<file path="config.mk">
export PLATFORM = sky130hd
export DESIGN_NAME = pgke_out
export DESIGN_NICKNAME = d
export VERILOG_FILES = /design/src/sv/pgke_pkg.sv /design/src/sv/pgke_out.sv
export SDC_FILE = /design/constraint.sdc
export NUM_CORES = 2
export LEC_CHECK = 0
export BUFFER_PORTS_ARGS = -buffer_cell sky130_fd_sc_hd__buf_2
export CAP_MARGIN = 15
export CORE_AREA = 2 2 257 259
export DETAILED_ROUTE_END_ITERATION = 8
export DIE_AREA = 0 0 259 261
export PLACE_DENSITY = 0.75
export SYNTH_ARGS = -nofsm -noshare
export SYNTH_HDL_FRONTEND = slang
export SYNTH_SLANG_ARGS = --single-unit
</file>
<file path="constraint.sdc">
create_clock -name clk -period 2.9 [get_ports clk]
set_clock_uncertainty 0.15 [all_clocks]
set_input_delay 0.145 -clock clk [delete_from_list [all_inputs] [get_ports clk]]
set_output_delay 0.145 -clock clk [all_outputs]
set_load 0.02 [all_outputs]
</file>
<file path="src/sv/pgke_pkg.sv">
// Shared types and constants for the gridding kernel evaluator.
// Holds the Q30 coefficient tables and the inter-stage payload structs; no dependencies.
`timescale 1ns / 1ps

package pgke_pkg;

    localparam int QB = 30;
    localparam int OUT_W = 18;
    localparam int IN_W = 16;
    localparam int CFG_W = 5;
    localparam logic [CFG_W-1:0] SUPPORT_OK = 5'd6;
    localparam logic [CFG_W-1:0] SUPPORT_RESET = 5'd6;
    localparam int FRAC_BITS_IN_DEF = 12;
    localparam int FRAC_BITS_OUT_DEF = 16;

    // Rounds a coefficient given in units of 1e-9 to the nearest Q30 value.
    function automatic longint qc(input longint m);
        longint r;
        if (m < 0) begin
            r = -(((-m) * 64'sd1073741824 + 64'sd500000000) / 64'sd1000000000);
        end else begin
            r = (m * 64'sd1073741824 + 64'sd500000000) / 64'sd1000000000;
        end
        return r;
    endfunction

    localparam logic signed [31:0] NUM_IN [5] = '{
        32'(qc(82033430)), 32'(qc(-364470500)), 32'(qc(627866000)),
        32'(qc(-533558100)), 32'(qc(231275600))
    };
    localparam logic signed [31:0] NUM_OUT [5] = '{
        32'(qc(4028559)), 32'(qc(-36977680)), 32'(qc(102133200)),
        32'(qc(-120143600)), 32'(qc(64127740))
    };
    localparam logic signed [31:0] DEN_IN [3] = '{
        32'(qc(1000000000)), 32'(qc(821201800)), 32'(qc(207804300))
    };
    localparam logic signed [31:0] DEN_OUT [3] = '{
        32'(qc(1000000000)), 32'(qc(959910200)), 32'(qc(291872400))
    };

    // Front end to polynomial section.
    typedef struct packed {
        logic               flag;
        logic               region;
        logic signed [31:0] eta;
        logic [30:0]        omt;
    } pgke_eta_t;

    // Polynomial section to divider.
    typedef struct packed {
        logic               flag;
        logic [30:0]        omt;
        logic signed [31:0] num;
        logic signed [31:0] den;
    } pgke_nd_t;

    // Divider to output section.
    typedef struct packed {
        logic        flag;
        logic [30:0] omt;
        logic        neg;
        logic [31:0] quo;
    } pgke_quo_t;

endpackage

</file>
<file path="src/sv/pgke_out.sv">
// Output section: scales the quotient by 1 - eta0 squared, rounds to the output format
// and saturates; its last stage is the output register. Depends on pgke_pkg.
`timescale 1ns / 1ps

module pgke_out #(
    parameter int FRAC_BITS_OUT = pgke_pkg::FRAC_BITS_OUT_DEF
) (
    input  logic                                clk,
    input  logic                                rst_n,
    input  logic                                in_valid,
    output logic                                in_ready,
    input  pgke_pkg::pgke_quo_t                 in_data,
    output logic                                out_valid,
    input  logic                                out_ready,
    output logic signed [pgke_pkg::OUT_W-1:0]   kernel_value,
    output logic                                out_of_support
);
    import pgke_pkg::*;

    localparam int NS = 3;
    localparam int SH = QB - FRAC_BITS_OUT;
    localparam logic [63:0] HALF = 64'd1 << (QB - 1);
    localparam logic [34:0] HALF_OUT = 35'd1 << (SH - 1);
    localparam logic [34:0] POS_MAX = (35'd1 << (OUT_W - 1)) - 35'd1;
    localparam logic [34:0] NEG_MAX = 35'd1 << (OUT_W - 1);

    logic [NS-1:0] v_reg;
    logic [NS:0]   en;

    always_comb
    begin
        en[NS] = out_ready;
        for (int k = NS - 1; k >= 0; k--) begin
            en[k] = !v_reg[k] || en[k+1];
        end
    end

    assign in_ready = en[0];
    assign out_valid = v_reg[NS-1];

    always_ff @(posedge clk or negedge rst_n)
    begin
        if (!rst_n) begin
            v_reg <= '0;
        end else begin
            for (int k = 0; k < NS; k++) begin
                if (en[k]) begin
                    v_reg[k] <= (k == 0) ? in_valid : v_reg[k-1];
                end
            end
        end
    end

    // Stage 0: product magnitude.
    logic [63:0] p_reg;
    logic        neg0_reg;
    logic        flag0_reg;
    always_ff @(posedge clk)
    begin
        if (en[0]) begin
            p_reg <= 64'(in_data.quo) * 64'(in_data.omt);
            neg0_reg <= in_data.neg;
            flag0_reg <= in_data.flag;
        end
    end

    // Stage 1: back to Q30.
    logic [63:0] p_rnd;
    logic [34:0] m1_reg;
    logic        neg1_reg;
    logic        flag1_reg;
    always_comb
    begin
        p_rnd = (p_reg + HALF) >> QB;
    end

    always_ff @(posedge clk)
    begin
        if (en[1]) begin
            m1_reg <= p_rnd[34:0];
            neg1_reg <= neg0_reg && (p_rnd[34:0] != '0);
            flag1_reg <= flag0_reg;
        end
    end

    // Stage 2: round to the output format and saturate.
    logic [34:0]              m2;
    logic signed [OUT_W-1:0]  val_next;
    logic signed [OUT_W-1:0]  kv_reg;
    logic                     oos_reg;
    always_comb
    begin
        m2 = (m1_reg + HALF_OUT) >> SH;
        if (flag1_reg) begin
            val_next = '0;
        end else if (neg1_reg) begin
            val_next = (m2 > NEG_MAX) ? -$signed(NEG_MAX[OUT_W-1:0])
                                      : -$signed(m2[OUT_W-1:0]);
        end else begin
            val_next = (m2 > POS_MAX) ? $signed(POS_MAX[OUT_W-1:0])
                                      : $signed(m2[OUT_W-1:0]);
        end
    end

    always_ff @(posedge clk)
    begin
        if (en[2]) begin
            kv_reg <= val_next;
            oos_reg <= flag1_reg;
        end
    end

    assign kernel_value = kv_reg;
    assign out_of_support = oos_reg;

endmodule

</file>
==> key figures <==
STA
  – Fmax: ~140 MHz
  – RSZ-0062 raised after global routing: true
  – Worst slew pin tran: between 1 and 1.5 ns
  – # setup viols final: just over 50
  – Tcrit/Tclk final: 2.458
  – Final Slew Violations: 0
  – Worst Setup Slack, final: -4.229 ns
  – Fin. Hold Viols: 0
  – Post-layout min period: 7.129 ns
  – Slew HR: 0.1994
  – Setup tns final: -137.56 ns
  – Hold slack final: ~0.028 ns

Logic synthesis
  – Largest family of logic cells by synthesized area: adder cells
  – Top post-synthesis cells by area: fa_1 48%, and2_1 9.4%, ha_1 9.0%
  – Synth top cells by count: 865 x fa_1, 836 x inv_1, 542 x and2_1
  – Sequential-to-total area share from yosys stat: 0.06731
  – Compound-Gate Fraction of Synth Area: 0.04428
  – Adder-Cell Fraction of Synth Area: 0.5717
  – Simple-gate share of the synthesized area: 0.1839
  – Xor and xnor area share after synthesis: 0.02146
  – Synth Flop Type: edfxtp_1
  – Most numerous cell in the Yosys netlist: fa_1
  – Mapped cell area: 35910 µm²
  – Synth Instances: 3855
  – Syn. warnings: 0
  – Syn Area/Cell: between 9 and 10 µm²
  – Flop and latch count out of synthesis: 81
  – Synth top area share: 0.4822
  – Area leader, netlist: fa_1
  – Multiplexer share of the synthesized area: 0.001742
  – Netlist cell types: 81
  – Async set-reset flop share out of synthesis: 0.03704
  – EDFF count, synth: about 80
  – Syn nets: 5046

Clock tree
  – Htree depth: 3
  – CTS tree: yes
  – Clock slew at reported path FFs: around 0.060 ns
  – CTS Root Cell: clkbuf_16
  – Inserted Clock Buffers: 9
  – Buffer depth of the longest clock path: 2
  – Clock sinks: 81
  – Clk_lat worst skew: 0.33 ns

Routing
  – ANT nets after route: 0
  – WL per Instance: around 18 µm
  – Pre-Repair DR Iteration Count: 5
  – WL final: around 93000 µm
  – DRC Markers: 0
  – 1st-iter DRT viols: around 1800
  – Post-DR vias/cell: roughly 5.4
  – Vias: ~28000

Floorplanning
  – Core area: about 65000 µm²
  – Rows: 94
  – Initial Util: 0.5522
  – DIE HEIGHT: approximately 260 µm
  – Die Area: between 60000 and 70000 µm²
  – Width of the die: ~260 µm
  – Ports: 90

Critical path
  – Crit path max fanout: 8
  – Critical path type: primary input to flip-flop
  – Critical path launch point type: primary input
  – Crit path arrival time: 7.06 ns
  – FF-to-FF setup slack: -0.21 ns
  – CP endpoint kind: flip-flop
  – WP data required: ~2.8 ns

Run
  – Max Cap Viol: 0

Place
  – Pre-CTS setup slack: -4.770 ns
  – Gpl congestion: roughly 0.91
  – IO buf count: slightly below 90
  – Post-DP HPWL: about 80000 µm

Finish
  – Nets: ~5400
  – Max reg flops: 34
  – Area delta synth->final: 18.20%
  – Layout cells sized above 1: 0.1961
  – Final core utilization: 0.6527
  – Filler cells: 5000

GRT
  – Gr usage total: 0.2815
  – Largest net degree at the start of global routing: 38
  – First-pass GRT wire length: approximately 150000 µm
  – Initial antenna violation count: 5
  – Vias in the first global route: between 20000 and 30000
  – Total grt overflow: 0

Status
  – Status: finished, violations left
  – Failing checks: negative setup slack

Hold path
  – Min-Delay Path Class: primary input to flip-flop
-- layer usage --
layer  wire length (µm)  GRT usage  vias to the layer above
met5                 27          0                        -
met1              37530     0.3866                    14110
li1                   -          -                    12220
met4               2026    0.06101                        4
met2              45380     0.4737                     1100
met3               8130    0.04714                      150
-- placed cells by master (no fill, tap or decap), types with 40 or more instances in the layout --
cell type	Yosys	layout
nor2_1	45	45
buf_4	1	422
edfxtp_1	78	78
nand2_1	528	511
ha_1	257	238
inv_1	836	818
a21oi_1	65	43
and2_1	542	516
fa_1	865	825
buf_2	5	73
buf_6	1	42
xnor2_1	54	49
fa_2	0	40
-- metrics by stage --
stage                     std cells  instance area, µm²
after floorplan                3855               36300
after detailed placement       5036               40350
after CTS                      5088               41620
final                          5108               42450
after global routing           5108               42450
after global placement         5036               40350
-- area by class of cell --
type	count	area, µm²	area share
sequential	81	2417	0.05694
timing repair buffer	580	4715	0.1111
tap	864	1081	0.02547
inverter	836	3138	0.07392
multi-input combinational	2730	30770	0.7247
clock buffer	9	225.2	0.005305
clock inverter	7	106.4	0.002505
antenna	1	2.502	0.00005895
-- critical path, stage by stage --
cell and delay, ns:
buf_8 0.10, buf_4 0.16, and2_1 0.19, fa_2 0.59, fa_1 0.45, fa_1 0.52
inv_1 0.05, fa_1 0.49, inv_1 0.06, fa_1 0.45, fa_1 0.40, fa_1 0.51
inv_1 0.05, fa_1 0.48, inv_1 0.06, ha_4 0.27, buf_4 0.11, nand2_2 0.11
nor4_4 0.30, o21ai_1 0.12, o22a_1 0.28, a311o_1 0.34, a221o_1 0.41, o21ai_2 0.16
a21bo_2 0.17, xor2_2 0.07
-- path summary, 6_finish.rpt --
path / startpoint / endpoint / depth (start not counted)
setup / recovery: in_data[37] / p_reg[53] / 26
hold / removal: out_ready / flag0_reg / 2
setup reg to reg: m1_reg[15] / kernel_value[14] / 11
hold reg to reg: flag0_reg / flag1_reg / 0
max in group asynchronous: rst_n / v_reg[2] / 3
min in group asynchronous: rst_n / v_reg[1] / 3
-- what timing repair did --
action,CTS,global route
resized for setup,151,170
hold buffers,5,0
setup endpoints to repair,51,53
pin swaps,85,79
cloned,0,2
hold endpoints to repair,6,0
setup buffers,32,20
-- cells by family (layout without fill, tap and decap cells) --
kind of cell	count (synthesis)	after routing
mux	6	6
other cells	0	1
compound gates	235	235
simple gates	1279	1279
fa+ha+maj	1122	1122
buf+inv	1044	1432
flops	81	81
xor+xnor	88	88
Power is left out: the tool's default activity adds up to more than one toggle a clock period on the data nets, which glitch-free logic cannot reach.
