### config.mk
export PLATFORM = sky130hd
export DESIGN_NAME = pgke_front
export DESIGN_NICKNAME = d
export VERILOG_FILES = /design/src/sv/pgke_pkg.sv /design/src/sv/pgke_front.sv
export SDC_FILE = /design/constraint.sdc
export NUM_CORES = 1
export LEC_CHECK = 0
export ABC_CLOCK_PERIOD_IN_PS = 10000
export BUFFER_PORTS_ARGS = -buffer_cell sky130_fd_sc_hd__buf_2
export CAP_MARGIN = 25
export CORE_UTILIZATION = 39
export CTS_BUF_LIST = sky130_fd_sc_hd__clkbuf_4 sky130_fd_sc_hd__clkbuf_8
export DETAILED_ROUTE_END_ITERATION = 7
export HOLD_SLACK_MARGIN = 0.03
export SYNTH_ARGS = -nofsm -noshare
export SYNTH_HDL_FRONTEND = slang
export SYNTH_SLANG_ARGS = --single-unit
export TNS_END_PERCENT = 50
### constraint.sdc
create_clock -name clk -period 10 [get_ports clk]
set_clock_uncertainty 0.2 [all_clocks]
set_input_delay 1.5 -clock clk [delete_from_list [all_inputs] [get_ports clk]]
set_output_delay 1.5 -clock clk [all_outputs]
set_load 0.02 [all_outputs]
### src/sv/pgke_pkg.sv
// Shared types and constants for the gridding kernel evaluator.
// Holds the Q30 coefficient tables and the inter-stage payload structs; no dependencies.
`timescale 1ns / 1ps

package pgke_pkg;

    localparam int QB = 30;
    localparam int OUT_W = 18;
    localparam int IN_W = 16;
    localparam int CFG_W = 5;
    localparam logic [CFG_W-1:0] SUPPORT_OK = 5'd6;
    localparam logic [CFG_W-1:0] SUPPORT_RESET = 5'd6;
    localparam int FRAC_BITS_IN_DEF = 12;
    localparam int FRAC_BITS_OUT_DEF = 16;

    // Rounds a coefficient given in units of 1e-9 to the nearest Q30 value.
    function automatic longint qc(input longint m);
        longint r;
        if (m < 0) begin
            r = -(((-m) * 64'sd1073741824 + 64'sd500000000) / 64'sd1000000000);
        end else begin
            r = (m * 64'sd1073741824 + 64'sd500000000) / 64'sd1000000000;
        end
        return r;
    endfunction

    localparam logic signed [31:0] NUM_IN [5] = '{
        32'(qc(82033430)), 32'(qc(-364470500)), 32'(qc(627866000)),
        32'(qc(-533558100)), 32'(qc(231275600))
    };
    localparam logic signed [31:0] NUM_OUT [5] = '{
        32'(qc(4028559)), 32'(qc(-36977680)), 32'(qc(102133200)),
        32'(qc(-120143600)), 32'(qc(64127740))
    };
    localparam logic signed [31:0] DEN_IN [3] = '{
        32'(qc(1000000000)), 32'(qc(821201800)), 32'(qc(207804300))
    };
    localparam logic signed [31:0] DEN_OUT [3] = '{
        32'(qc(1000000000)), 32'(qc(959910200)), 32'(qc(291872400))
    };

    // Front end to polynomial section.
    typedef struct packed {
        logic               flag;
        logic               region;
        logic signed [31:0] eta;
        logic [30:0]        omt;
    } pgke_eta_t;

    // Polynomial section to divider.
    typedef struct packed {
        logic               flag;
        logic [30:0]        omt;
        logic signed [31:0] num;
        logic signed [31:0] den;
    } pgke_nd_t;

    // Divider to output section.
    typedef struct packed {
        logic        flag;
        logic [30:0] omt;
        logic        neg;
        logic [31:0] quo;
    } pgke_quo_t;

endpackage

### src/sv/pgke_front.sv
// Front end: magnitude, range checks, eta0 squared in Q30 and the shifted Horner variable.
// Depends on pgke_pkg.
`timescale 1ns / 1ps

module pgke_front #(
    parameter int FRAC_BITS_IN = pgke_pkg::FRAC_BITS_IN_DEF
) (
    input  logic                                clk,
    input  logic                                rst_n,
    input  logic [pgke_pkg::CFG_W-1:0]          support_size,
    input  logic                                in_valid,
    output logic                                in_ready,
    input  logic signed [pgke_pkg::IN_W-1:0]    x_offset,
    output logic                                out_valid,
    input  logic                                out_ready,
    output pgke_pkg::pgke_eta_t                 out_data
);
    import pgke_pkg::*;

    localparam int NS = 6;
    localparam int T_SHIFT = 20 - FRAC_BITS_IN;
    localparam logic [31:0] LIM = 32'(3) << FRAC_BITS_IN;
    localparam logic [33:0] REG_LIM = 34'(9) << FRAC_BITS_IN;
    localparam logic [31:0] RECIP = 32'd3817748708;
    localparam logic [44:0] E2_HALF = 45'd4608;
    localparam logic signed [31:0] EDGE_IN = 32'sd9 <<< 26;
    localparam logic signed [31:0] EDGE_OUT = 32'sd1 <<< QB;
    localparam logic [30:0] ONE_Q = 31'd1 << QB;

    logic [NS-1:0] v_reg;
    logic [NS:0]   en;

    always_comb
    begin
        en[NS] = out_ready;
        for (int k = NS - 1; k >= 0; k--) begin
            en[k] = !v_reg[k] || en[k+1];
        end
    end

    assign in_ready = en[0];
    assign out_valid = v_reg[NS-1];

    always_ff @(posedge clk or negedge rst_n)
    begin
        if (!rst_n) begin
            v_reg <= '0;
        end else begin
            for (int k = 0; k < NS; k++) begin
                if (en[k]) begin
                    v_reg[k] <= (k == 0) ? in_valid : v_reg[k-1];
                end
            end
        end
    end

    // Stage 0: magnitude and range decisions.
    logic [15:0] a_mag;
    logic        flag_next;
    logic [35:0] t_wide;
    logic [21:0] t_reg;
    logic        flag_reg [NS];
    logic        region_reg [NS];

    always_comb
    begin
        a_mag = x_offset[15] ? (~x_offset[15:0] + 16'd1) : x_offset[15:0];
        flag_next = (support_size != SUPPORT_OK) || (32'(a_mag) > LIM);
        t_wide = (36'(a_mag) << T_SHIFT);
        if (flag_next) begin
            t_wide = '0;
        end
    end

    always_ff @(posedge clk)
    begin
        if (en[0]) begin
            t_reg <= t_wide[21:0];
            flag_reg[0] <= flag_next;
            region_reg[0] <= ((34'(a_mag) << 2) <= REG_LIM);
        end
        for (int k = 1; k < NS; k++) begin
            if (en[k]) begin
                flag_reg[k] <= flag_reg[k-1];
                region_reg[k] <= region_reg[k-1];
            end
        end
    end

    // Stage 1: t squared.
    logic [43:0] sq_reg;
    always_ff @(posedge clk)
    begin
        if (en[1]) begin
            sq_reg <= 44'(t_reg) * 44'(t_reg);
        end
    end

    // Stage 2: divide by 1024 with rounding offset, then split the divide by 9.
    logic [44:0] sq_sum;
    logic [33:0] m_next;
    logic [33:0] m2_reg;
    logic [48:0] ph_reg;
    logic [48:0] pl_reg;
    always_comb
    begin
        sq_sum = 45'(sq_reg) + E2_HALF;
        m_next = sq_sum[43:10];
    end

    always_ff @(posedge clk)
    begin
        if (en[2]) begin
            m2_reg <= m_next;
            ph_reg <= 49'(m_next[33:17]) * 49'(RECIP);
            pl_reg <= 49'(m_next[16:0]) * 49'(RECIP);
        end
    end

    // Stage 3: combine partial products into a quotient estimate.
    logic [65:0] prod;
    logic [30:0] q0_reg;
    logic [33:0] m3_reg;
    always_comb
    begin
        prod = (66'(ph_reg) << 17) + 66'(pl_reg);
    end

    always_ff @(posedge clk)
    begin
        if (en[3]) begin
            q0_reg <= prod[65:35];
            m3_reg <= m2_reg;
        end
    end

    // Stage 4: the estimate is high by at most one.
    logic [34:0] nine_q;
    logic [30:0] e2_reg;
    always_comb
    begin
        nine_q = 35'(q0_reg) * 35'd9;
    end

    always_ff @(posedge clk)
    begin
        if (en[4]) begin
            e2_reg <= (35'(m3_reg) < nine_q) ? (q0_reg - 31'd1) : q0_reg;
        end
    end

    // Stage 5: Horner variable relative to the region edge, and 1 - eta0 squared.
    logic signed [31:0] eta_reg;
    logic [30:0]        omt_reg;
    always_ff @(posedge clk)
    begin
        if (en[5]) begin
            eta_reg <= $signed({1'b0, e2_reg}) - (region_reg[4] ? EDGE_IN : EDGE_OUT);
            omt_reg <= ONE_Q - e2_reg;
        end
    end

    assign out_data.flag = flag_reg[NS-1];
    assign out_data.region = region_reg[NS-1];
    assign out_data.eta = eta_reg;
    assign out_data.omt = omt_reg;

endmodule

==> impl_metrics.json <==
{
  "dp_hpwl_um": 51600,
  "hold_depth": 0,
  "tightestPinTransition_ns": 0.821,
  "grtUsageTotal_pct": 16.1,
  "syn_to_final_growth_pct": 9.14,
  "crit_required_ns": 10.18,
  "final_common_cell": "ha_1",
  "syn_nets": 3518,
  "dr_total_vias": 19500,
  "ctsResizeCount": 0,
  "final_hold_viol_count": 0,
  "synthArstFlopShare_pct": 1.93,
  "final_cell_mix": "ha_1 (497), inv_1 (433), edfxtp_1 (305)",
  "synth-seq-cells": 311,
  "first_pass_iters": 7,
  "port_buffers": 91,
  "status": "finished clean",
  "ys_types": 79,
  "largest_reg_flops": 44,
  "drtIter0Drc": 756,
  "die-area_mm2": 0.0782,
  "synth_edf_count": 305,
  "worstPathArrival_ns": 7.59,
  "core_area_mm2": 0.0761,
  "ant_nets": 0,
  "min_period_ns": 7.42,
  "grt_overflow": 0,
  "syn_area_mm2": 0.0301,
  "reg2regPathDepth": 23,
  "hold_slack_ns": 0.208,
  "placedCellCount": 3832,
  "drv_slew": 0,
  "insertion_delay_ns": 0.63,
  "rsz0062_at_grt": "no",
  "hold_path.class": "reg -> reg",
  "drive_gt1_share_pct": 7.83,
  "dieWidth_um": 280,
  "htree_levels": 2,
  "place.gp.congestion": 0.887,
  "drc": 0,
  "die-height_um": 280,
  "relSlewSlack_pct": 45.3,
  "synth-warning-count": 0,
  "via_per_inst": 4.97,
  "nets": 3635,
  "fmax_mhz": 135,
  "crit_path_start_kind": "register",
  "ios": 92,
  "cts_inserted_buffers": 54,
  "post-place-ws_ns": 2.53,
  "cts_sinks": 311,
  "cts.clk_slew.worst_paths_ns": 0.06,
  "drt-total-wl_um": 61900,
  "end_kind": "register",
  "num_antenna_cells": 0,
  "yosys_most_used_dff": "edfxtp_1",
  "grt_max_degree": 86,
  "ctsHoldBuffers": 0,
  "seq_area_frac_synth_pct": 30.9,
  "floorplan.initialDensity_pct": 39.5,
  "tritoncts": "yes",
  "antenna_found_initial": 1,
  "crit_path_max_fanout": 17,
  "fin_tns_setup_ns": 0,
  "syn_area_per_cell_um2": 11.0,
  "num_rows": 101,
  "worstSetupPathType": "reg -> reg",
  "grt_pass1_wl_um": 102000,
  "wire_per_inst_um": 15.7,
  "first_global_vias": 21000,
  "clk_path_buf_depth": 3,
  "post_cts_buffers": 0,
  "setup_viol": 0,
  "netlist_instances": 2742,
  "root_buffer": "clkbuf_8",
  "setup_ws_ns": 2.58,
  "fillCellCount": 7194,
  "final_cells": 3930,
  "post-route-period-util_pct": 74.2,
  "drv_cap": 0
}
## worst paths after layout
path                                    startpoint                   end  slack, ns
min reg2reg                   m2_reg[29]$_DFFE_PP_  m3_reg[29]$_DFFE_PP_       0.21
max reg2reg                t_reg[10]$_SDFFCE_PP0P_  sq_reg[43]$_DFFE_PP_       2.58
max in group asynchronous                    rst_n  v_reg[0]$_DFFE_PN0P_       8.87
min in group asynchronous                    rst_n  v_reg[3]$_DFFE_PN0P_       0.52
min                           m2_reg[29]$_DFFE_PP_  m3_reg[29]$_DFFE_PP_       0.21
max                        t_reg[10]$_SDFFCE_PP0P_  sq_reg[43]$_DFFE_PP_       2.58
## Yosys cell counts, types with 19 or more instances
cell	n	area share, %
inv_1	435	5.4
nand3_1	39	0.65
xnor2_1	118	3.4
clkbuf_1	31	0.39
nor3_1	40	0.67
nor2_1	128	1.6
a211oi_1	19	0.47
ha_1	497	21
a21o_1	75	1.9
a21oi_1	120	2.0
o21ai_0	65	1.1
nor4_1	19	0.40
xor2_1	108	3.1
nand2b_1	19	0.40
fa_1	254	17
nand2_1	126	1.6
edfxtp_1	305	30
o21a_1	22	0.55
and2_1	67	1.4
## worst max-delay path, stage by stage (launching register included)
cell and delay (ns):
edfxtp_1 0.70, nand2_1 0.16, fa_1 0.55, fa_1 0.55, inv_1 0.05, fa_1 0.49, inv_1 0.05, fa_1 0.47
inv_1 0.05, fa_1 0.53, inv_1 0.05, fa_1 0.53, inv_1 0.04, ha_1 0.29, ha_1 0.25, or3_1 0.35
a211oi_1 0.30, o211ai_1 0.24, nand3_1 0.15, a41oi_1 0.18, or4_1 0.48, a31o_2 0.25, a21oi_1 0.17, xnor2_1 0.08
## metrics by stage
stage | utilization, % | cell area, um2
2_1_floorplan | - | 30100
3_3_place_gp | 41.7 | 31700
4_1_cts | 43.1 | 32800
6_report | 43.2 | 32800
5_1_grt | 43.2 | 32800
3_5_place_dp | 41.7 | 31700
## final cells by class
| cell class | instances | area, um2 | area share (%) |
|---|---|---|---|
| clock buffer | 58 | 779 | 2.37 |
| clock inverter | 39 | 298 | 0.907 |
| inverter | 435 | 1640 | 4.98 |
| multi-input combinational | 1958 | 19000 | 57.8 |
| sequential | 311 | 9310 | 28.4 |
| tap | 1030 | 1290 | 3.93 |
| timing repair buffer | 99 | 536 | 1.63 |
## cells by family (layout without fill, tap and decap cells)
kind of cell / after synthesis / after routing / synth area share, %
buf+inv: 473 / 631 / 5.97
fa+ha+maj: 751 / 751 / 37.6
flops: 311 / 311 / 30.9
simple gates: 571 / 571 / 10.0
mux: 6 / 6 / 0.220
xor+xnor: 226 / 226 / 6.58
compound gates: 404 / 404 / 8.67
## routing by layer
metal | track usage, % | vias up | routed length, um
met5 | 0 | - | 0
met4 | 4.27 | 0 | 1330
met3 | 1.88 | 96 | 1720
met2 | 29.4 | 290 | 31200
met1 | 19.8 | 9491 | 27600
li1 | - | 9669 | -
Power is not shown: default switching activity piles up to over one toggle a cycle in this logic, so the estimate is an artifact.
